File: src/sv/assert_macros.svh
// ----------------------------------------------------------------------------
// Assertion macros
// Clocked, reset-gated property checks shared by the RTL.
// ----------------------------------------------------------------------------
`ifndef ASSERT_MACROS_SVH
`define ASSERT_MACROS_SVH

// Property holds on every clock edge outside reset.
`define GNO_ASSERT(lbl, prop, msg) \
  lbl: assert property (@(posedge clk_i) disable iff (!rst_ni) (prop)) else $error(msg);

// Antecedent implies consequent in the same cycle.
`define GNO_ASSERT_IMP(lbl, ante, cons, msg) \
  lbl: assert property (@(posedge clk_i) disable iff (!rst_ni) (ante) |-> (cons)) \
    else $error(msg);

`endif

File: src/sv/gno_pkg.sv
// ----------------------------------------------------------------------------
// gno_pkg
// Shared constants, types and helpers for the grid neighbour block.
// ----------------------------------------------------------------------------
package gno_pkg;

  localparam int MAX_SIDE  = 256;
  localparam int SIDE_W    = 9;
  localparam int CELL_W    = 16;
  localparam int ROW_W     = $clog2(MAX_SIDE);
  localparam int DIR_W     = 3;
  localparam int NUM_DIR   = 8;
  localparam int OFF_W     = 10;
  localparam int REG_W     = 4;
  localparam int SQ_W      = 2 * SIDE_W;
  localparam int DIV_STEPS = ROW_W / 2;
  localparam int CNT_W     = $clog2(DIV_STEPS + 1);
  localparam int FIFO_DEPTH = 2;
  localparam int PTR_W     = $clog2(FIFO_DEPTH);
  localparam int FCNT_W    = $clog2(FIFO_DEPTH + 1);

  // line class of a row or column
  localparam logic [1:0] CLS_FIRST = 2'd0;
  localparam logic [1:0] CLS_MID   = 2'd1;
  localparam logic [1:0] CLS_LAST  = 2'd2;

  // direction codes, row-major in the 3x3 window
  localparam logic [DIR_W-1:0] DIR_UL = 3'd0;
  localparam logic [DIR_W-1:0] DIR_U  = 3'd1;
  localparam logic [DIR_W-1:0] DIR_UR = 3'd2;
  localparam logic [DIR_W-1:0] DIR_L  = 3'd3;
  localparam logic [DIR_W-1:0] DIR_R  = 3'd4;
  localparam logic [DIR_W-1:0] DIR_DL = 3'd5;
  localparam logic [DIR_W-1:0] DIR_D  = 3'd6;
  localparam logic [DIR_W-1:0] DIR_DR = 3'd7;

  // an out-of-grid index yields a single result
  localparam logic [NUM_DIR-1:0] BAD_MASK = 8'b0000_0001;

  typedef struct packed {
    logic                bad;
    logic [REG_W-1:0]    region;
    logic [NUM_DIR-1:0]  mask;
    logic [CELL_W-1:0]   idx;
  } nbr_item_t;

  typedef struct packed {
    logic full;
    logic empty;
  } fifo_stat_t;

  function automatic logic [SIDE_W-1:0] eff_side(input logic [SIDE_W-1:0] s);
    logic [SIDE_W-1:0] r;
    r = s;
    if (s < SIDE_W'(2)) r = SIDE_W'(2);
    if (s > SIDE_W'(MAX_SIDE)) r = SIDE_W'(MAX_SIDE);
    return r;
  endfunction

endpackage

File: src/sv/gno_front.sv
// ----------------------------------------------------------------------------
// gno_front
// Accepts cell indices, splits them into row and column with a two-bit per
// cycle restoring divider and classes the cell into its border region.
// ----------------------------------------------------------------------------
module gno_front import gno_pkg::*; (
  input  logic                clk_i,
  input  logic                rst_ni,
  input  logic [SIDE_W-1:0]   side_i,
  input  logic                in_valid_i,
  output logic                in_ready_o,
  input  logic [CELL_W-1:0]   cell_index_i,
  input  fifo_stat_t          fifo_stat_i,
  output logic                push_o,
  output nbr_item_t           push_item_o
);

  logic              busy_q;
  logic [CNT_W-1:0]  cnt_q;
  logic [CELL_W-1:0] rem_q, rem_d;
  logic [ROW_W-1:0]  quo_q, quo_d;
  logic [CELL_W-1:0] idx_q;
  logic              bad_q;

  logic              done;
  logic              accept;
  logic              bad_in;
  logic [SQ_W-1:0]   side_sq;
  logic [1:0]        rcls, ccls;
  logic [ROW_W-1:0]  col;

  assign side_sq = SQ_W'(side_i) * SQ_W'(side_i);
  assign bad_in  = SQ_W'(cell_index_i) >= side_sq;

  assign done       = busy_q && (cnt_q == CNT_W'(DIV_STEPS));
  assign push_o     = done && !fifo_stat_i.full;
  assign in_ready_o = !busy_q || push_o;
  assign accept     = in_valid_i && in_ready_o;

  // two quotient bits per cycle, msb first
  always_comb begin
    logic [2:0]        b;
    logic [CELL_W:0]   dvs;
    rem_d = rem_q;
    quo_d = quo_q;
    for (int k = 0; k < 2; k++) begin
      b   = 3'(ROW_W - 1) - {cnt_q[1:0], 1'b0} - 3'(k);
      dvs = (CELL_W + 1)'(side_i) << b;
      if ({1'b0, rem_d} >= dvs) begin
        rem_d    = rem_d - dvs[CELL_W-1:0];
        quo_d[b] = 1'b1;
      end
    end
  end

  always_ff @(posedge clk_i or negedge rst_ni) begin
    if (!rst_ni) begin
      busy_q <= 1'b0;
      cnt_q  <= '0;
      bad_q  <= 1'b0;
    end else if (accept) begin
      busy_q <= 1'b1;
      cnt_q  <= '0;
      bad_q  <= bad_in;
    end else if (busy_q && !done) begin
      cnt_q <= cnt_q + CNT_W'(1);
    end else if (push_o) begin
      busy_q <= 1'b0;
    end
  end

  always_ff @(posedge clk_i) begin
    if (accept) begin
      rem_q <= cell_index_i;
      quo_q <= '0;
      idx_q <= cell_index_i;
    end else if (busy_q && !done) begin
      rem_q <= rem_d;
      quo_q <= quo_d;
    end
  end

  assign col = rem_q[ROW_W-1:0];

  always_comb begin
    if (quo_q == '0) rcls = CLS_FIRST;
    else if (SIDE_W'(quo_q) == side_i - SIDE_W'(1)) rcls = CLS_LAST;
    else rcls = CLS_MID;
    if (col == '0) ccls = CLS_FIRST;
    else if (SIDE_W'(col) == side_i - SIDE_W'(1)) ccls = CLS_LAST;
    else ccls = CLS_MID;
  end

  always_comb begin
    logic up_ok, dn_ok, lf_ok, rt_ok;
    up_ok = rcls != CLS_FIRST;
    dn_ok = rcls != CLS_LAST;
    lf_ok = ccls != CLS_FIRST;
    rt_ok = ccls != CLS_LAST;
    push_item_o.idx = idx_q;
    if (bad_q) begin
      push_item_o.bad    = 1'b1;
      push_item_o.region = '0;
      push_item_o.mask   = BAD_MASK;
    end else begin
      push_item_o.bad    = 1'b0;
      push_item_o.region = REG_W'({rcls, 1'b0}) + REG_W'(rcls) + REG_W'(ccls);
      push_item_o.mask   = {dn_ok && rt_ok, dn_ok, dn_ok && lf_ok, rt_ok,
                            lf_ok, up_ok && rt_ok, up_ok, up_ok && lf_ok};
    end
  end

endmodule

File: src/sv/gno_fifo.sv
// ----------------------------------------------------------------------------
// gno_fifo
// Short queue of classified items between the front and back ends.
// ----------------------------------------------------------------------------
module gno_fifo import gno_pkg::*; (
  input  logic        clk_i,
  input  logic        rst_ni,
  input  logic        push_i,
  input  nbr_item_t   push_item_i,
  input  logic        pop_i,
  output nbr_item_t   head_o,
  output fifo_stat_t  stat_o
);

  nbr_item_t         mem_q [FIFO_DEPTH];
  logic [PTR_W-1:0]  wr_ptr_q, rd_ptr_q;
  logic [FCNT_W-1:0] count_q;

  assign stat_o.full  = count_q == FCNT_W'(FIFO_DEPTH);
  assign stat_o.empty = count_q == '0;
  assign head_o       = mem_q[rd_ptr_q];

  always_ff @(posedge clk_i or negedge rst_ni) begin
    if (!rst_ni) begin
      wr_ptr_q <= '0;
      rd_ptr_q <= '0;
      count_q  <= '0;
    end else begin
      if (push_i) wr_ptr_q <= wr_ptr_q + PTR_W'(1);
      if (pop_i)  rd_ptr_q <= rd_ptr_q + PTR_W'(1);
      if (push_i && !pop_i) count_q <= count_q + FCNT_W'(1);
      else if (pop_i && !push_i) count_q <= count_q - FCNT_W'(1);
    end
  end

  always_ff @(posedge clk_i) begin
    if (push_i) mem_q[wr_ptr_q] <= push_item_i;
  end

endmodule

File: src/sv/gno_back.sv
// ----------------------------------------------------------------------------
// gno_back
// Walks the neighbour mask of the current item and emits one result per
// cycle, unless held by out_ready_i, into a registered output stage.
// ----------------------------------------------------------------------------
module gno_back import gno_pkg::*; (
  input  logic                      clk_i,
  input  logic                      rst_ni,
  input  logic [SIDE_W-1:0]         side_i,
  input  nbr_item_t                 head_i,
  input  fifo_stat_t                fifo_stat_i,
  output logic                      pop_o,
  output logic                      out_valid_o,
  input  logic                      out_ready_i,
  output logic [DIR_W-1:0]          direction_o,
  output logic signed [OFF_W-1:0]   offset_o,
  output logic [CELL_W-1:0]         neighbor_index_o,
  output logic [REG_W-1:0]          region_o,
  output logic                      bad_cell_o,
  output logic                      last_o
);

  logic               cur_valid_q;
  nbr_item_t          cur_q;
  logic [NUM_DIR-1:0] mask_q;

  logic               out_valid_q;
  logic [DIR_W-1:0]   dir_q;
  logic signed [OFF_W-1:0] off_q;
  logic [CELL_W-1:0]  nbr_q;
  logic [REG_W-1:0]   reg_q;
  logic               bad_q, last_q;

  logic               load_out, finish;
  logic [DIR_W-1:0]   sel;
  logic [NUM_DIR-1:0] sel_oh, rest;
  logic signed [OFF_W-1:0] side_s, off;

  // lowest pending direction first
  always_comb begin
    sel = '0;
    for (int i = NUM_DIR - 1; i >= 0; i--) begin
      if (mask_q[i]) sel = DIR_W'(i);
    end
  end

  assign sel_oh = NUM_DIR'(1) << sel;
  assign rest   = mask_q & ~sel_oh;

  assign load_out = cur_valid_q && (!out_valid_q || out_ready_i);
  assign finish   = load_out && (rest == '0);
  assign pop_o    = !fifo_stat_i.empty && (!cur_valid_q || finish);

  assign side_s = signed'({1'b0, side_i});

  always_comb begin
    case (sel)
      DIR_UL:  off = -side_s - OFF_W'(1);
      DIR_U:   off = -side_s;
      DIR_UR:  off = -side_s + OFF_W'(1);
      DIR_L:   off = -OFF_W'(1);
      DIR_R:   off = OFF_W'(1);
      DIR_DL:  off = side_s - OFF_W'(1);
      DIR_D:   off = side_s;
      DIR_DR:  off = side_s + OFF_W'(1);
      default: off = '0;
    endcase
  end

  always_ff @(posedge clk_i or negedge rst_ni) begin
    if (!rst_ni) begin
      cur_valid_q <= 1'b0;
      out_valid_q <= 1'b0;
    end else begin
      if (pop_o) cur_valid_q <= 1'b1;
      else if (finish) cur_valid_q <= 1'b0;
      if (load_out) out_valid_q <= 1'b1;
      else if (out_ready_i) out_valid_q <= 1'b0;
    end
  end

  always_ff @(posedge clk_i) begin
    if (pop_o) begin
      cur_q  <= head_i;
      mask_q <= head_i.mask;
    end else if (load_out) begin
      mask_q <= rest;
    end
    if (load_out) begin
      last_q <= rest == '0;
      bad_q  <= cur_q.bad;
      if (cur_q.bad) begin
        dir_q <= '0;
        off_q <= '0;
        nbr_q <= '0;
        reg_q <= '0;
      end else begin
        dir_q <= sel;
        off_q <= off;
        nbr_q <= cur_q.idx + {{(CELL_W - OFF_W){off[OFF_W-1]}}, off};
        reg_q <= cur_q.region;
      end
    end
  end

  assign out_valid_o      = out_valid_q;
  assign direction_o      = dir_q;
  assign offset_o         = off_q;
  assign neighbor_index_o = nbr_q;
  assign region_o         = reg_q;
  assign bad_cell_o       = bad_q;
  assign last_o           = last_q;

endmodule

File: src/sv/grid_neighbor_offsets.sv
// ----------------------------------------------------------------------------
// grid_neighbor_offsets
// For each centre cell on a square grid, lists its 8-connected neighbours
// that lie inside the grid, in row-major window order.
// ----------------------------------------------------------------------------
// Each item gives one result per in-grid neighbour: 3 at a corner, 5 on an
// edge, 8 inside, and 1 for an index outside the grid. Results leave at one
// per cycle while out_ready_i does not hold the output. The front end splits
// the index with a restoring divider resolving two row bits per cycle and
// takes a new index only once the last one is pushed; a two-entry queue lets
// it work on the next item while the back end is still emitting.
// grid_side is taken as 2..256 (smaller values act as 2, larger as 256) and
// must only be written while no item is in flight.
module grid_neighbor_offsets import gno_pkg::*; (
  input  logic                      clk_i,
  input  logic                      rst_ni,
  input  logic                      cfg_we_i,
  input  logic [SIDE_W-1:0]         cfg_data_i,
  input  logic                      in_valid_i,
  output logic                      in_ready_o,
  input  logic [CELL_W-1:0]         cell_index_i,
  output logic                      out_valid_o,
  input  logic                      out_ready_i,
  output logic [DIR_W-1:0]          direction_o,
  output logic signed [OFF_W-1:0]   offset_o,
  output logic [CELL_W-1:0]         neighbor_index_o,
  output logic [REG_W-1:0]          region_o,
  output logic                      bad_cell_o,
  output logic                      last_o
);

`include "assert_macros.svh"

  logic [SIDE_W-1:0] grid_side_q;
  logic [SIDE_W-1:0] side;
  logic              push, pop;
  nbr_item_t         push_item, head;
  fifo_stat_t        fifo_stat;

  always_ff @(posedge clk_i or negedge rst_ni) begin
    if (!rst_ni) begin
      grid_side_q <= SIDE_W'(128);
    end else if (cfg_we_i) begin
      grid_side_q <= cfg_data_i;
    end
  end

  assign side = eff_side(grid_side_q);

  gno_front u_front (
    .clk_i        (clk_i),
    .rst_ni       (rst_ni),
    .side_i       (side),
    .in_valid_i   (in_valid_i),
    .in_ready_o   (in_ready_o),
    .cell_index_i (cell_index_i),
    .fifo_stat_i  (fifo_stat),
    .push_o       (push),
    .push_item_o  (push_item)
  );

  gno_fifo u_fifo (
    .clk_i       (clk_i),
    .rst_ni      (rst_ni),
    .push_i      (push),
    .push_item_i (push_item),
    .pop_i       (pop),
    .head_o      (head),
    .stat_o      (fifo_stat)
  );

  gno_back u_back (
    .clk_i            (clk_i),
    .rst_ni           (rst_ni),
    .side_i           (side),
    .head_i           (head),
    .fifo_stat_i      (fifo_stat),
    .pop_o            (pop),
    .out_valid_o      (out_valid_o),
    .out_ready_i      (out_ready_i),
    .direction_o      (direction_o),
    .offset_o         (offset_o),
    .neighbor_index_o (neighbor_index_o),
    .region_o         (region_o),
    .bad_cell_o       (bad_cell_o),
    .last_o           (last_o)
  );

  `GNO_ASSERT_IMP(a_bad_single, out_valid_o && bad_cell_o, last_o && direction_o == '0 && region_o == '0, "out-of-grid item must give one zeroed result")
  `GNO_ASSERT_IMP(a_region_range, out_valid_o && !bad_cell_o, region_o <= REG_W'(8), "region out of range")
  `GNO_ASSERT_IMP(a_offset_nonzero, out_valid_o && !bad_cell_o, offset_o != '0, "neighbour offset is zero")
  `GNO_ASSERT(a_no_push_full, !(push && fifo_stat.full && !pop), "push into full queue")

endmodule
File: config.mk
export PLATFORM = sky130hd
export DESIGN_NAME = grid_neighbor_offsets
export DESIGN_NICKNAME = d
export VERILOG_FILES = /design/src/sv/gno_pkg.sv /design/src/sv/gno_front.sv /design/src/sv/gno_fifo.sv /design/src/sv/gno_back.sv /design/src/sv/grid_neighbor_offsets.sv
export VERILOG_INCLUDE_DIRS = /design/src /design/src/sv
export SDC_FILE = /design/constraint.sdc
export NUM_CORES = 1
export LEC_CHECK = 0
export BUFFER_PORTS_ARGS = -buffer_cell sky130_fd_sc_hd__buf_4
export CORE_UTILIZATION = 55
export CTS_BUF_LIST = sky130_fd_sc_hd__clkbuf_8
export CTS_CLUSTER_DIAMETER = 80
export DETAILED_ROUTE_END_ITERATION = 8
export HOLD_SLACK_MARGIN = 0.02
export PLACE_DENSITY = 0.83
export SLEW_MARGIN = 20
export SYNTH_ARGS = -nofsm -noshare
export SYNTH_HDL_FRONTEND = slang
export SYNTH_SLANG_ARGS = --single-unit
File: constraint.sdc
create_clock -name clk_i -period 8.05 [get_ports clk_i]
set_input_delay 1.61 -clock clk_i [delete_from_list [all_inputs] [get_ports clk_i]]
set_output_delay 1.61 -clock clk_i [all_outputs]
set_load 0.005 [all_outputs]
==> impl_summary.log <==
[metrics] chip width: 157 um
[metrics] status: complete, no violations
[metrics] clock tree from TritonCTS: built
[metrics] Worst Hold Class: reg -> reg
[metrics] count of clock tree sinks: 182
[metrics] Cell Rows: 56
[metrics] wire length of the first global-routing pass: 49200 um
[metrics] Avg Inst Size Synth: about 10 um2
[metrics] Mapped Area: 0.0133 mm2
[metrics] Worst Hold Path Cells: 0
[metrics] Seq cells post-synth: 182
[metrics] Synth area leader: edfxtp_1
[metrics] Crit Reg-Reg Endpoint: u_front.rem_q[1]
[metrics] Layout Nets: ~1500
[metrics] chip height: 157 um
[metrics] hold violation count in the final report: 0
[metrics] area delta synth->final: 8.92%
[metrics] hold buffer count at cts: 0
[metrics] die outline area: 0.0248 mm2
[metrics] worst path required time: ~8.4 ns
[metrics] number of H-tree branching levels: 4
[metrics] DR iter-0 viols: 860
[metrics] startpoint of the tightest hold check path: u_front.idx_q[7]
[metrics] via density per instance: 5.91
[metrics] setup slack after layout: 0.790 ns
[metrics] transition time at the pin with the least slew margin: 1.11 ns
[metrics] setup tns final: 0 ns
[metrics] via count: 9968
[metrics] worst setup path category: reg -> reg
[metrics] share of synthesized registers carrying an async set or reset: 11.0%
[metrics] number of antenna violations at the first check in global routing: 0
[metrics] worst slack, placed: 0.970 ns
[metrics] most used flip-flop cell after synthesis: edfxtp_1
[metrics] global placer's final weighted congestion: 0.980
[metrics] Post-CTS Resized: 0
[metrics] number of cells on the worst reg-to-reg path: 23
[metrics] worst reg-to-reg setup slack: 0.79 ns
[metrics] clock input transition at the sequential cells of the worst setup and hold paths: between 0.1 and 0.15 ns
[metrics] total number of yosys warnings: 0
[metrics] cell types with the largest area share after synthesis: edfxtp_1 (35%), ha_1 (11%), fa_1 (6.0%)
[metrics] filler instances: 1917
[metrics] setup repair after global routing missed its margin: no
[metrics] total wire length: 30900 um
[metrics] clock buffers created by TritonCTS: 17
[metrics] reg-to-reg startpoint: grid_side_q[3]
[metrics] gate count of the mapped netlist: around 1300
[metrics] number of antenna-violating nets in the routed design: 0
[metrics] destination of the worst hold path: u_fifo.mem_q[0][7]
[metrics] final period utilization: between 90% and 100%
[metrics] ant diodes: 0
[metrics] max-slew headroom at the worst pin: 25.6%
[metrics] distinct cell type count after synthesis: 74
[metrics] critical path startpoint category: flip-flop
[metrics] Setup crit end kind: flip-flop
[metrics] gr ovfl total: 0
[metrics] Post-DP HPWL: 24200 um
[metrics] Buffers on Ports: 66
[metrics] global-route usage over all layers: 26.0%
[metrics] Ports: 67
[metrics] largest fanout on the critical path: 19
[metrics] final-report max-slew violation count: 0
[metrics] number of synthesized flops with an enable pin: 154
[metrics] initial core utilization: between 50% and 60%
[metrics] vias in the first global route: 9569
[metrics] Setup Skew: 0.0191 ns
[metrics] number of buffers on the longest clock path: 2
[metrics] max-cap violations: 0
[metrics] DRC: 0
[metrics] Wirelength per Cell: 18.3 um
[metrics] count of buffers added by post-CTS timing repair for setup: 0
[metrics] Final setup viols: 0
[metrics] achievable frequency: 138 MHz
[metrics] signal arrival time at the worst endpoint: around 7.6 ns
[metrics] final critical delay including setup and external delays: 7.26 ns
[metrics] fraction of final layout cells with drive strength greater than 1: 12.6%
[metrics] portion of synthesized cell area occupied by the leading cell type: 34.8%
[metrics] placeable core area: 0.0236 mm2
[metrics] 1st-pass router iterations: 5
[metrics] pin count of the biggest net entering global routing: 38
[metrics] library cell used as clock root buffer: clkbuf_8
[metrics] portion of the post-synthesis area used by sequential elements: 39.8%
[metrics] insertion delay of the later-clocked pin in the worst-skew pair: ~0.47 ns
layout make-up:
type,instances,area (um2),area share (%)
Timing Repair Buffer,76,571,3.94
Inverter,103,389,2.69
Sequential cell,182,5290,36.5
Clock buffer,17,234,1.62
Clock inverter,14,120,0.830
Tap cell,319,399,2.76
Multi-Input combinational cell,977,7470,51.6
synth_stat cells, types with 8 or more instances:
library cell,count
nor3_1,26
mux2i_1,21
or4_1,8
and2_1,20
nand3_1,24
and3_1,14
o21bai_1,8
nor2_1,116
edfxtp_1,154
nand2_1,91
xnor2_1,46
fa_1,40
dfxtp_1,8
xor2_1,36
a211oi_1,8
nor2b_1,34
nand2b_1,11
a31oi_1,23
inv_1,101
o21ai_0,53
a21o_1,25
mux2_2,43
dfrtp_1,19
nand4_1,9
ha_1,117
a21oi_1,66
o21a_1,21
clkbuf_1,42
o211ai_1,8
or2_2,10
o31ai_1,9
layout by cell type, fill, tap and decap left out, types with 25 or more instances in the layout:
cell,n
mux2_2,43
xnor2_1,46
o21ai_0,52
buf_4,76
inv_1,102
xor2_1,36
a21o_1,25
nor2b_1,34
nor3_1,26
ha_1,117
nand2_1,91
a21oi_1,65
fa_1,40
edfxtp_1,154
nor2_1,115
metrics by stage:
step	hold WS [ns]	area, um2	instances	utilization, %
floorplan	0.421	13300	1309	-
global placement	0.423	14100	1657	59.8
detailed placement	0.430	14100	1657	59.8
CTS	0.438	14500	1688	61.3
global route	0.451	14500	1688	61.3
finish	0.440	14500	1688	61.3
logic make-up (layout without fill, tap and decap cells):
group                      Yosys count  count (layout)  share of synthesized area, %
xor gates and xnor gates            82              82                          5.40
AOI/OAI and AO/OA                  282             282                          14.2
other                                2              10                        0.0565
muxes                               65              65                          5.34
buffers and inverters              150             210                          4.33
adders and majority gates          158             158                          17.1
and+or+nand+nor                    380             380                          13.8
DFF                                182             182                          39.8
layer usage:
metal	vias to the layer above	part of all wire (%)	global-route usage, %
li1	4772	-	-
met2	373	50	44.7
met3	63	6.7	3.52
met5	-	0	0
met1	4760	41	33.8
met4	0	2.5	8.74
worst max-delay path, cell delays in order, from the launching register on:
cell and delay, ns:
dfrtp_1 0.48, nor4_1 0.58, a21oi_1 0.22, nor2_1 0.45, inv_1 0.18, o21ai_0 0.44
nand2_1 0.19, ha_1 0.29, nor3_1 0.20, a211oi_1 0.15, a21oi_1 0.37, o211ai_1 0.19
o31ai_2 0.24, buf_4 0.24, mux2_2 0.37, ha_1 0.33, a21o_1 0.20, a21o_1 0.18
a221o_1 0.39, nor2_1 0.12, and3_1 0.21, o21a_1 0.66, a21oi_1 0.16, o31ai_1 0.24
flip-flops by register name (all words and copies together) (netlist names), 9 cells and up:
name                     flops
u_front.rem_q               16
u_back.neighbor_index_o     16
u_back.cur_q                21
u_fifo.mem_q                58
grid_side_q                  9
u_back.offset_o             10
u_front.idx_q               16
worst max path at each step:
stage	slack (ns)	from	depth (start not counted)	to
after floorplan	1.51	grid_side_q[2]	26	u_front.rem_q[13]
after global placement	1.21	grid_side_q[3]	23	u_front.rem_q[3]
after detailed placement	0.97	grid_side_q[4]	23	u_front.rem_q[3]
after CTS	0.92	grid_side_q[4]	23	u_front.rem_q[1]
after global routing	0.24	grid_side_q[3]	23	u_front.rem_q[0]
final	0.79	grid_side_q[3]	23	u_front.rem_q[1]
Power is left out: the tool's default activity adds up to more than one toggle a clock period on the data nets, which glitch-free logic cannot reach.
